--- config.mk ---
export PLATFORM = sky130hd
export DESIGN_NAME = text_token_hasher_core
export DESIGN_NICKNAME = d
export VERILOG_FILES = /design/src/hw/rtl/tth_pkg.sv /design/src/hw/rtl/tth_tokenizer.sv /design/src/hw/rtl/tth_out_fifo.sv /design/src/hw/rtl/text_token_hasher_core.sv
export SDC_FILE = /design/constraint.sdc
export NUM_CORES = 1
export LEC_CHECK = 0
export BUFFER_PORTS_ARGS = -buffer_cell sky130_fd_sc_hd__buf_2
export CAP_MARGIN = 40
export CORE_ASPECT_RATIO = 1.1
export CORE_MARGIN = 1
export CORE_UTILIZATION = 63
export DETAILED_ROUTE_END_ITERATION = 12
export HOLD_SLACK_MARGIN = 0.03
export PLACE_DENSITY = 0.82
export SYNTH_ARGS = -nofsm -noshare
export SYNTH_HDL_FRONTEND = slang
export SYNTH_SLANG_ARGS = --single-unit
--- constraint.sdc ---
create_clock -name clock -period 8.04 [get_ports clock]
set_input_delay 0.804 -clock clock [delete_from_list [all_inputs] [get_ports clock]]
set_output_delay 0.804 -clock clock [all_outputs]
set_load 0.005 [all_outputs]
--- src/hw/rtl/tth_pkg.sv ---
// Shared types, constants and the hash step for the text token hasher.
// No dependencies; used by every module of the block.
`default_nettype none

package tth_pkg;

   // Only the low 36 bits of the 64-bit FNV state reach the output, and the
   // low bits of a product depend only on the low bits of its operands.
   localparam int SYMBOL_W = 36;

   localparam logic [SYMBOL_W-1:0] SEED_RESET = 36'h484222325;
   // FNV-64 prime 0x100000001B3 reduced modulo 2**36
   localparam logic [SYMBOL_W-1:0] PRIME_LOW  = 36'h1B3;

   localparam int OUT_DEPTH = 4;

   localparam logic [7:0] CHAR_CR         = 8'h0D;
   localparam logic [7:0] CHAR_LF         = 8'h0A;
   localparam logic [7:0] CHAR_TAB        = 8'h09;
   localparam logic [7:0] CHAR_FF         = 8'h0C;
   localparam logic [7:0] CHAR_SPACE      = 8'h20;
   localparam logic [7:0] CHAR_APOSTROPHE = 8'h27;
   localparam logic [7:0] CHAR_ZERO       = 8'h30;
   localparam logic [7:0] CHAR_NINE       = 8'h39;
   localparam logic [7:0] CHAR_LOW_A      = 8'h61;
   localparam logic [7:0] CHAR_LOW_Z      = 8'h7A;

   typedef enum logic [1:0] {
      KIND_WORD  = 2'd0,
      KIND_DIGIT = 2'd1,
      KIND_OTHER = 2'd2
   } kind_type;

   typedef struct packed {
      logic                token_valid;
      logic [SYMBOL_W-1:0] symbol_low;
      kind_type            token_kind;
      logic                first_in_paragraph;
      logic                last_result;
   } result_type;

   // Up to two results produced by one accepted byte, in delivery order
   typedef struct packed {
      logic [1:0] count;
      result_type r0;
      result_type r1;
   } push_type;

   // One FNV-1a step on the low bits: xor the byte, multiply by the prime
   function automatic logic [SYMBOL_W-1:0] hash_step(input logic [SYMBOL_W-1:0] h,
                                                     input logic [7:0]          c);
      logic [SYMBOL_W-1:0] x;
      x = h ^ {{(SYMBOL_W-8){1'b0}}, c};
      // 0x1B3 = 256 + 128 + 32 + 16 + 2 + 1
      return (x << 8) + (x << 7) + (x << 5) + (x << 4) + (x << 1) + x;
   endfunction

endpackage

`default_nettype wire

--- src/hw/rtl/tth_tokenizer.sv ---
// Byte classifier, word hash state and paragraph tracking of the token hasher.
// Depends on tth_pkg; produces up to two results per accepted byte.
`default_nettype none

module tth_tokenizer (
   input  wire logic                         clock,
   input  wire logic                         reset,
   input  wire logic                         accept,
   input  wire logic [7:0]                   text_byte,
   input  wire logic                         end_of_text,
   input  wire logic [tth_pkg::SYMBOL_W-1:0] seed,
   output tth_pkg::push_type                 push
);

   logic [tth_pkg::SYMBOL_W-1:0] word_hash_ff, word_hash_in;
   logic in_word_ff, in_word_in;
   logic has_letter_ff, has_letter_in;
   logic line_text_ff, line_text_in;
   logic para_nonempty_ff, para_nonempty_in;
   logic blank_pending_ff, blank_pending_in;
   logic new_para_ff, new_para_in;

   logic [7:0] low_char;
   logic [7:0] hash_char;
   logic is_cr, is_lf, letter, wordch, space, digit;
   logic new_para_mid;
   logic [tth_pkg::SYMBOL_W-1:0] word_hash_mid, char_hash;
   logic in_word_mid, has_letter_mid;
   logic t0_v, t1_v, t2_v;
   tth_pkg::result_type tok0, tok1, tok2, bare;

   always_comb begin
      low_char  = text_byte | 8'h20;
      is_cr     = (text_byte == tth_pkg::CHAR_CR);
      is_lf     = (text_byte == tth_pkg::CHAR_LF);
      letter    = (low_char >= tth_pkg::CHAR_LOW_A) && (low_char <= tth_pkg::CHAR_LOW_Z);
      wordch    = letter || (text_byte == tth_pkg::CHAR_APOSTROPHE);
      space     = (text_byte == tth_pkg::CHAR_SPACE) ||
                  ((text_byte >= tth_pkg::CHAR_TAB) && (text_byte <= tth_pkg::CHAR_FF));
      digit     = (text_byte >= tth_pkg::CHAR_ZERO) && (text_byte <= tth_pkg::CHAR_NINE);
      hash_char = letter ? low_char : text_byte;
      char_hash = tth_pkg::hash_step(seed, text_byte);
   end

   // Paragraph tracking and word accumulation; CR leaves everything alone
   always_comb begin
      line_text_in     = line_text_ff;
      para_nonempty_in = para_nonempty_ff;
      blank_pending_in = blank_pending_ff;
      new_para_mid     = new_para_ff;
      word_hash_mid    = word_hash_ff;
      in_word_mid      = in_word_ff;
      has_letter_mid   = has_letter_ff;
      t0_v             = 1'b0;
      t1_v             = 1'b0;
      if (!is_cr) begin
         priority if (is_lf) begin
            if (line_text_ff) begin
               line_text_in     = 1'b0;
               blank_pending_in = 1'b0;
            end else if (para_nonempty_ff) begin
               blank_pending_in = 1'b1;
            end
         end else if (space) begin
            if (!blank_pending_ff) begin
               para_nonempty_in = 1'b1;
            end
         end else begin
            if (blank_pending_ff && para_nonempty_ff) begin
               new_para_mid     = 1'b1;
               blank_pending_in = 1'b0;
            end
            para_nonempty_in = 1'b1;
            line_text_in     = 1'b1;
         end

         if (wordch) begin
            word_hash_mid  = tth_pkg::hash_step(in_word_ff ? word_hash_ff : seed, hash_char);
            in_word_mid    = 1'b1;
            has_letter_mid = (in_word_ff && has_letter_ff) || letter;
         end else begin
            t0_v           = in_word_ff && has_letter_ff;
            in_word_mid    = 1'b0;
            has_letter_mid = 1'b0;
            t1_v           = !space;
         end
      end
      t2_v = end_of_text && in_word_mid && has_letter_mid;
   end

   // Result packing: closed word, then single-character token, then the word
   // flushed by end of text (never with the first two), else a bare end marker
   always_comb begin
      tok0 = '{token_valid: 1'b1, symbol_low: word_hash_ff, token_kind: tth_pkg::KIND_WORD,
               first_in_paragraph: new_para_mid, last_result: 1'b0};
      tok1 = '{token_valid: 1'b1, symbol_low: char_hash,
               token_kind: digit ? tth_pkg::KIND_DIGIT : tth_pkg::KIND_OTHER,
               first_in_paragraph: new_para_mid && !t0_v, last_result: 1'b0};
      tok2 = '{token_valid: 1'b1, symbol_low: word_hash_mid, token_kind: tth_pkg::KIND_WORD,
               first_in_paragraph: new_para_mid, last_result: 1'b0};
      bare = '{token_valid: 1'b0, symbol_low: '0, token_kind: tth_pkg::KIND_WORD,
               first_in_paragraph: 1'b0, last_result: 1'b1};

      push.r0    = tok0;
      push.r1    = tok1;
      push.count = 2'd0;
      priority if (t0_v) begin
         push.count = t1_v ? 2'd2 : 2'd1;
      end else if (t1_v) begin
         push.r0    = tok1;
         push.count = 2'd1;
      end else if (t2_v) begin
         push.r0    = tok2;
         push.count = 2'd1;
      end else if (end_of_text) begin
         push.r0    = bare;
         push.count = 2'd1;
      end else begin
         push.count = 2'd0;
      end
      if (end_of_text) begin
         if (push.count == 2'd2) begin
            push.r1.last_result = 1'b1;
         end else begin
            push.r0.last_result = 1'b1;
         end
      end
   end

   always_comb begin
      word_hash_in  = word_hash_mid;
      in_word_in    = in_word_mid && !end_of_text;
      has_letter_in = has_letter_mid && !end_of_text;
      new_para_in   = end_of_text || (new_para_mid && !(t0_v || t1_v || t2_v));
   end

   always_ff @(posedge clock) begin
      if (reset) begin
         in_word_ff       <= 1'b0;
         has_letter_ff    <= 1'b0;
         line_text_ff     <= 1'b0;
         para_nonempty_ff <= 1'b0;
         blank_pending_ff <= 1'b0;
         new_para_ff      <= 1'b1;
      end else if (accept) begin
         in_word_ff       <= in_word_in;
         has_letter_ff    <= has_letter_in;
         line_text_ff     <= line_text_in && !end_of_text;
         para_nonempty_ff <= para_nonempty_in && !end_of_text;
         blank_pending_ff <= blank_pending_in && !end_of_text;
         new_para_ff      <= new_para_in;
      end
   end

   always_ff @(posedge clock) begin
      if (accept) begin
         word_hash_ff <= word_hash_in;
      end
   end

`ifndef SYNTHESIS
   // a byte never flags two tokens as paragraph starts
   assert property (@(posedge clock) disable iff (reset)
      (accept && push.count == 2'd2) |-> !(push.r0.first_in_paragraph &&
                                            push.r1.first_in_paragraph))
      else $error("two paragraph-start tokens from one byte");

   // end of text always produces a result and the last one carries the mark
   assert property (@(posedge clock) disable iff (reset)
      (accept && end_of_text) |-> (push.count != 2'd0) &&
         (push.count == 2'd2 ? push.r1.last_result : push.r0.last_result))
      else $error("end of text without final result");

   // after end of text the word state is clear and the next token is flagged
   assert property (@(posedge clock) disable iff (reset)
      (accept && end_of_text) |=> (!in_word_ff && !has_letter_ff && new_para_ff &&
                                   !para_nonempty_ff && !blank_pending_ff))
      else $error("state not cleared after end of text");
`endif

endmodule

`default_nettype wire

--- src/hw/rtl/tth_out_fifo.sv ---
// Small result queue of the token hasher: takes up to two results a cycle,
// hands out one. Depends on tth_pkg.
`default_nettype none

module tth_out_fifo #(
   parameter int DEPTH = tth_pkg::OUT_DEPTH
) (
   input  wire logic              clock,
   input  wire logic              reset,
   input  wire tth_pkg::push_type push,
   input  wire logic              pop,
   output tth_pkg::result_type    out_data,
   output logic                   out_valid,
   output logic                   room_for_two
);

   localparam int PTR_W = (DEPTH > 1) ? $clog2(DEPTH) : 1;
   localparam int CNT_W = $clog2(DEPTH + 1);

   tth_pkg::result_type mem_ff [DEPTH];
   logic [PTR_W-1:0] wr_ptr_ff, wr_ptr_in, rd_ptr_ff, rd_ptr_in;
   logic [CNT_W-1:0] count_ff, count_in;
   logic [PTR_W-1:0] wr_next;

   function automatic logic [PTR_W-1:0] ptr_inc(input logic [PTR_W-1:0] p);
      return (p == PTR_W'(DEPTH - 1)) ? '0 : p + PTR_W'(1);
   endfunction

   always_comb begin
      wr_next      = ptr_inc(wr_ptr_ff);
      wr_ptr_in    = wr_ptr_ff;
      unique case (push.count)
         2'd0:    wr_ptr_in = wr_ptr_ff;
         2'd1:    wr_ptr_in = wr_next;
         2'd2:    wr_ptr_in = ptr_inc(wr_next);
         default: wr_ptr_in = wr_ptr_ff;
      endcase
      rd_ptr_in    = pop ? ptr_inc(rd_ptr_ff) : rd_ptr_ff;
      count_in     = count_ff + CNT_W'(push.count) - CNT_W'(pop);
      out_valid    = (count_ff != '0);
      out_data     = mem_ff[rd_ptr_ff];
      room_for_two = (count_ff <= CNT_W'(DEPTH - 2));
   end

   always_ff @(posedge clock) begin
      if (reset) begin
         wr_ptr_ff <= '0;
         rd_ptr_ff <= '0;
         count_ff  <= '0;
      end else begin
         wr_ptr_ff <= wr_ptr_in;
         rd_ptr_ff <= rd_ptr_in;
         count_ff  <= count_in;
      end
   end

   always_ff @(posedge clock) begin
      if (push.count != 2'd0) begin
         mem_ff[wr_ptr_ff] <= push.r0;
      end
      if (push.count == 2'd2) begin
         mem_ff[wr_next] <= push.r1;
      end
   end

`ifndef SYNTHESIS
   assert property (@(posedge clock) disable iff (reset)
      (CNT_W'(push.count) + count_ff) <= CNT_W'(DEPTH))
      else $error("result queue overflow");

   assert property (@(posedge clock) disable iff (reset)
      pop |-> (count_ff != '0))
      else $error("pop from empty result queue");

   assert property (@(posedge clock) disable iff (reset)
      !$past(reset) |-> count_ff == $past(count_ff) + CNT_W'($past(push.count)) -
                                   CNT_W'($past(pop)))
      else $error("result queue count drift");
`endif

endmodule

`default_nettype wire

--- src/hw/rtl/text_token_hasher_core.sv ---
// Top level of the text token hasher: stream ports, seed register, ready logic.
// Depends on tth_pkg, tth_tokenizer and tth_out_fifo.
`default_nettype none

// Text token hasher. Takes one text byte per cycle on req_ and delivers
// tokens on rsp_, each a 36-bit FNV-1a 64 symbol (low bits; the full symbol
// has top nibble 0xF) with its kind and a paragraph-start flag. A byte is
// classified, hashed and its results written to a result queue in the cycle
// it is accepted; they can be taken on rsp_ from the next cycle. A byte gives
// zero, one or two results, so the sustained rate is one byte per cycle while
// bytes yield at most one result each and rsp_ is not stalled; a byte that
// closes a word and emits a character token gives two results. req_tready
// drops while the result queue (OUT_DEPTH entries, at least 2) has fewer
// than two free slots. The byte carrying req_tlast always yields at least one
// result, the last with rsp_tlast set (a bare marker with token flag low if
// no token), and returns the tokenizer to its start state. Only the low 36
// bits of the seed affect the output. Write csr_ only while the block is idle.
module text_token_hasher_core #(
   parameter int OUT_DEPTH = tth_pkg::OUT_DEPTH
) (
   input  wire logic        clock,
   input  wire logic        reset,
   input  wire logic        req_tvalid,
   output logic             req_tready,
   input  wire logic [7:0]  req_tdata,   // [7:0] text_byte
   input  wire logic        req_tlast,   // end_of_text
   output logic             rsp_tvalid,
   input  wire logic        rsp_tready,
   output logic [39:0]      rsp_tdata,   // [35:0] symbol_low, [39:36] zero
   output logic [3:0]       rsp_tuser,   // [0] token_valid, [2:1] token_kind,
                                         // [3] first_in_paragraph
   output logic             rsp_tlast,   // last_result
   input  wire logic        csr_we,
   input  wire logic [63:0] csr_wdata    // hash_seed
);

   logic [tth_pkg::SYMBOL_W-1:0] seed_ff;
   logic                         accept;
   logic                         room_for_two;
   tth_pkg::push_type            push;
   tth_pkg::result_type          head;

   always_ff @(posedge clock) begin
      if (reset) begin
         seed_ff <= tth_pkg::SEED_RESET;
      end else if (csr_we) begin
         seed_ff <= csr_wdata[tth_pkg::SYMBOL_W-1:0];
      end
   end

   assign req_tready = room_for_two;
   assign accept     = req_tvalid && room_for_two;

   tth_tokenizer u_tokenizer (
      .clock       (clock),
      .reset       (reset),
      .accept      (accept),
      .text_byte   (req_tdata),
      .end_of_text (req_tlast),
      .seed        (seed_ff),
      .push        (push)
   );

   tth_pkg::push_type push_gated;

   always_comb begin
      push_gated = push;
      if (!accept) begin
         push_gated.count = 2'd0;
      end
   end

   tth_out_fifo #(
      .DEPTH (OUT_DEPTH)
   ) u_out_fifo (
      .clock        (clock),
      .reset        (reset),
      .push         (push_gated),
      .pop          (rsp_tvalid && rsp_tready),
      .out_data     (head),
      .out_valid    (rsp_tvalid),
      .room_for_two (room_for_two)
   );

   assign rsp_tdata = {4'd0, head.symbol_low};
   assign rsp_tuser = {head.first_in_paragraph, head.token_kind, head.token_valid};
   assign rsp_tlast = head.last_result;

endmodule

`default_nettype wire
**After elaboration in Yosys (flattened, before gate mapping)**

Memories as Yosys holds them, arrays and structs flattened. A register that Yosys moved wholly into a read port is not among the register bits.
Index checks and enable logic that the tools add are counted.

- Add/subtract/negate cells: 15
- Magnitude comparators: 7
- Equal/unequal tests: 10
- Mux-type cells: 52
- Bitwise gates (word level): 2
- Reductions and logical operators: 29

Operator list:

| kind | number |
|---|---|
| 36-bit adder | 10 |
| 36-bit two-way mux | 3 |
| 41-bit two-way mux | 2 |
| 36-bit by 8-bit bitwise XOR with 36-bit output | 2 |
| 43-bit two-way mux | 1 |
| 42-bit two-way mux | 1 |
| 1-bit two-way mux | 34 |
| 2-bit two-way mux | 9 |
| 8-bit by 4-bit equality test with 1-bit output (second input constant) | 2 |
| 8-bit by 6-bit equality test with 1-bit output (second input constant) | 2 |
| 1-bit logical AND | 16 |
| 2-bit equality test (second input constant) | 5 |
| 8-bit by 4-bit >= comparator with 1-bit output (second input constant) | 1 |
| 8-bit by 6-bit >= comparator with 1-bit output (second input constant) | 1 |
| 8-bit by 7-bit >= comparator with 1-bit output (second input constant) | 1 |
| 8-bit by 4-bit less-or-equal comparator with 1-bit output (second input constant) | 1 |
| 8-bit by 6-bit less-or-equal comparator with 1-bit output (second input constant) | 1 |
| 8-bit by 7-bit less-or-equal comparator with 1-bit output (second input constant) | 1 |
| 2-bit by 1-bit adder with 2-bit output (second input constant) | 3 |
| 1-bit logical OR | 6 |
| 6-bit two-way mux | 1 |
| 1-bit logical NOT | 4 |
| 2-bit case mux with 2 select lines | 1 |
| 2-bit nonzero test | 2 |
| 5 further kinds | 5 |

- Flip-flop bits (word level): 85
- Bits in writable memories: 164
- Output and inout port bits: 47
- Word-level logic and storage cells: 127
- Memories: 1

Memories:

| name | words | width | rd ports | clocked after memory_dff | write ports | RTL line | RTL |
|---|---|---|---|---|---|---|---|
| u_out_fifo.mem_ff | 4 | 41 | 1 | 1 | 2 | tth_out_fifo.sv:20 | `tth_pkg::result_type mem_ff [DEPTH];` |

**Logic depth before layout (Yosys ltp)**

- Depth in word-level cells: 18
- Mapped depth: 21
- Mapped depth without buffers: 19

**By module**

From an unflattened synthesis, not the netlist that was laid out.

- Cell total of the unflattened synthesis: 1988
- Area, all modules: 22738.1 µm²

Modules (own cells, without submodules):

| module | times used | cells each | area an instance (µm²) | sequential area each (µm²) |
|---|---|---|---|---|
| tth_tokenizer | 1 | 1404 | 12658.4 | 1201.2 |
| tth_out_fifo | 1 | 458 | 8704.6 | 5104.9 |
| text_token_hasher_core | 1 | 126 | 1375.1 | 720.7 |

**Least setup slack after synthesis**

OpenSTA, ideal clock, no wires.

- Path type: input to register
- Start: input port req_tdata[1]
- End: memory u_out_fifo.mem_ff[1][38] (netlist name), data pin
- Library setup time: 0.269 ns
- Arrival: 5.805 ns
- Required time: 7.771 ns
- Path slack: 1.966 ns
- Stages: 20
- Cell sequence: buf_4 nor4_4 a2bb2oi_1 and2_1 nor2_1 xor2_1 fa_1 inv_1 fa_1 fa_1 inv_1 ha_1 o21ai_0 nor2_1 a31o_2 o211ai_1 o21ai_1 a2111o_1 a32oi_1 o22ai_1

RTL lines:

| item | RTL line | RTL |
|---|---|---|
| start, declared | text_token_hasher_core.sv:25 | `input wire logic [7:0] req_tdata,` |
| end, declared | tth_out_fifo.sv:20 |  |

==> summary.md <==
| Metric | Value |
|---|---|
| Ys flop type | edfxtp_1 |
| Detail Route Antenna Nets | 0 |
| Core area | around 34,000 µm² |
| Die Height | between 150 and 200 µm |
| Die area | roughly 36,000 µm² |
| Register area share after synthesis | 0.315 |
| RD Place Congestion | around 0.92 |
| Vias | around 17k |
| Avg Cell Area, Syn | between 10 and 15 µm² |
| Antenna diodes | 0 |
| Yosys top cell by area | edfxtp_1 |
| Final number of max-transition violations | 0 |
| Number of max-cap violations | 0 |
| DRC | 0 |
| Post-Place Worst Slack | slightly above 0.9 ns |
| CTS Root Cell | clkbuf_16 |
| Initial antenna violation count | 0 |
| Share of cells above drive strength 1 | 0.112 |
| Synth async-reset ratio | 0 |
| Pwr/cell area | 432 nW/µm² |
| H-tree Lvls | 1 |
| Post-CTS setup buffers | 0 |
| Mapped Area | around 22,000 µm² |
| CP Launch Type | primary input |
| Setup_tns | 0 ns |
| Fmax | 149 MHz |
| Post-CTS Hold Fix Bufs | 0 |
| Post-synthesis cell type count | between 80 and 90 |
| Remaining global-route overflow | 0 |
| Layout area overhead | 8.04% |
| Nets | approximately 2.6k |
| Worst EP required | between 8 and 9 ns |
| First-pass GRT wire length | 92,100 µm |
| Leak | approximately 10 nW |
| Worst path slowest cell | xor2_1 |
| Footprint of the multi-input gates | about 13,000 µm² |
| Post-CTS Resized | 0 |
| Setup ws final | about 1.3 ns |
| Clock transition at path regs | about 0.06 ns |
| Hold Crit Class | primary input to flop |
| I/O pin count | between 100 and 150 |
| Die width | approximately 180 µm |
| DR pass1 iterations | 6 |
| Worst slew pin tran | approximately 0.95 ns |
| Max clock buf depth | 3 |
| Final Skew | around 0.023 ns |
| Worst path cell trace | buf_2 > nor4_4 > a2bb2oi_1 > and2_1 > nor2_1 > xor2_1 > fa_1 > inv_1 > fa_1 > fa_1 > inv_1 > ha_1 > o21ai_0 > nor2_1 > a31o_2 > o211ai_1 > o21ai_1 > a2111o_1 > a32oi_1 > o22ai_1 |
| # setup viols final | 0 |
| DR vias/cell | approximately 6.4 |
| Detailed placement HPWL | 44,700 µm |
| Period utilization | 0.836 |
| Met3 routed WL | 5450 µm |
| Worst-Skew Late Latency | roughly 0.56 ns |
| Routed WL | 58,500 µm |
| Largest net degree at the start of global routing | 44 |
| Min Clock Period, post-route | 6.72 ns |
| Number of synthesized flops with an enable pin | 196 |
| Worst setup path category | primary input to flop |
| RSZ-0062 raised after global routing | false |
| Crit. End Element | flop |
| Slew HR | 0.356 |
| Ranking of synthesized cells by area | edfxtp_1 (27%), fa_1 (21%), inv_1 (6.2%), ha_1 (5.6%), dfxtp_1 (5.0%) |
| Rows | 71 |
| Routed wire per std cell | roughly 22 µm |
| PortBufs | between 90 and 100 |
| Met2 WL post-DR | between 20,000 and 30,000 µm |
| Gr usage total | 0.334 |
| Top Layer Used | met4 |
| Worst path arrival time | ~7 ns |
| #FFs+latches synth | around 250 |
| Drt initial violations | approximately 1.8k |
| Crit Path Max Fanout | 8 |
| Syn Inst Count | 2,138 |
| CTS buffer count | 26 |
| Initial cell density of the core | 0.644 |
| Maximum vdd drop | ~0.26 mV |
| CTS tree | yes |
| Worst path most repeated cell | fa_1 |
| M1 WL | 23,100 µm |
| Final hold vios | 0 |
| Fillers | approximately 2.5k |
| Vias in the first global route | between 15k and 20k |
| Synth warn | 0 |
| CP peak stage delay | ~0.58 ns |
| Clk sink count | 251 |
| Synth top area share | 0.266 |
| Storage element area | around 7000 µm² |
| Status | finished, final reports clean |
==> where the power goes <==
part | internal (mW) | switching, mW | leakage (nW)
logic | 2.75 | 4.48 | 7.62
registers | 1.72 | 0.173 | 2.40
clock network | 0.679 | 0.531 | 0.404
==> cell usage in the layout (no fill, tap or decap), types with 26 or more instances in the layout <==
| master | netlist | final |
|---|---|---|
| o21ai_0 | 90 | 90 |
| mux4_2 | 41 | 41 |
| a21o_1 | 30 | 30 |
| ha_1 | 99 | 99 |
| fa_1 | 231 | 231 |
| buf_2 | 17 | 92 |
| nand2_1 | 169 | 165 |
| clkbuf_16 | 0 | 27 |
| mux2i_1 | 56 | 56 |
| edfxtp_1 | 196 | 196 |
| inv_1 | 365 | 365 |
| xor2_1 | 26 | 26 |
| dfxtp_1 | 55 | 52 |
| xnor2_1 | 61 | 61 |
| a21oi_1 | 87 | 84 |
| o22ai_1 | 97 | 97 |
| nor2_1 | 119 | 119 |
==> logic make-up after synthesis <==
family | Yosys count | synth area share
AND/OR/NAND/NOR | 408 | 0.0829
multiplexers | 113 | 0.0751
XOR/XNOR | 87 | 0.0344
flip-flops | 251 | 0.315
other | 1 | 0.000169
buffers and inverters | 456 | 0.0807
AO/OA/AOI/OAI | 492 | 0.147
adder cells (fa/ha/maj) | 330 | 0.265
==> cell usage after synthesis (17+ instances only) <==
library cell	instances
a22oi_1	22
mux4_2	41
edfxtp_1	196
o21ai_0	90
xnor2_1	61
xor2_1	26
inv_1	365
fa_1	231
nor2_1	119
a21o_1	30
nand2_1	169
ha_1	99
dfxtp_1	55
nand3_1	22
a21oi_1	87
buf_1	18
o22ai_1	97
clkbuf_1	43
buf_2	17
o21a_1	17
mux2i_1	56
==> flip-flops by register name (all words and copies together), names as in the netlist, 2 cells and up, named ones only <==
signal                    flops
u_tokenizer.word_hash_ff     36
u_out_fifo.count_ff           3
u_out_fifo.wr_ptr_ff          2
u_out_fifo.rd_ptr_ff          2
u_out_fifo.mem_ff           164
seed_ff                      36
==> critical path: cells and delay by family <==
family | cells | cell delay [ns]
compound gates | 8 | 2.63
fa+ha+maj | 4 | 1.77
simple gates | 4 | 0.90
xor+xnor | 1 | 0.58
buf+inv | 3 | 0.29
==> layout make-up <==
type | count | share of cell area
tap | 438 | 0.0229
multi-input combinational | 1434 | 0.560
timing repair buffer | 123 | 0.0323
sequential | 251 | 0.292
clock inverter | 18 | 0.00638
clock buffer | 30 | 0.0287
inverter | 365 | 0.0573
==> routing by layer <==
metal	track usage	vias to the layer above
met1	0.447	8332
met3	0.0458	156
met2	0.561	869
met4	0.121	0
met5	0	-
li1	-	7542
==> through the flow <==
step / utilization / power [mW] / instances / instance area, µm² / hold WS (ns)
after floorplan: - / 7.11 / 2141 / 22200 / 0.431
after global placement: 0.668 / 8.68 / 2604 / 23000 / 0.439
after detailed placement: 0.672 / 8.91 / 2611 / 23100 / 0.446
after CTS: 0.696 / 10.2 / 2659 / 23900 / 0.449
after global routing: 0.696 / 11.1 / 2659 / 23900 / 0.465
final: 0.696 / 10.3 / 2659 / 23900 / 0.460
==> final timing paths <==
path	end	cells after the start	slack (ns)	startpoint
min reg2reg	u_out_fifo.mem_ff[2][40]	1	0.46	u_out_fifo.mem_ff[2][40]
min	seed_ff[21]	3	0.46	csr_wdata[21]
max	u_out_fifo.mem_ff[1][38]	20	1.32	req_tdata[0]
max reg2reg	u_out_fifo.mem_ff[1][38]	17	1.50	u_tokenizer.in_word_ff
No activity file was read; power rests on OpenSTA's default activity.
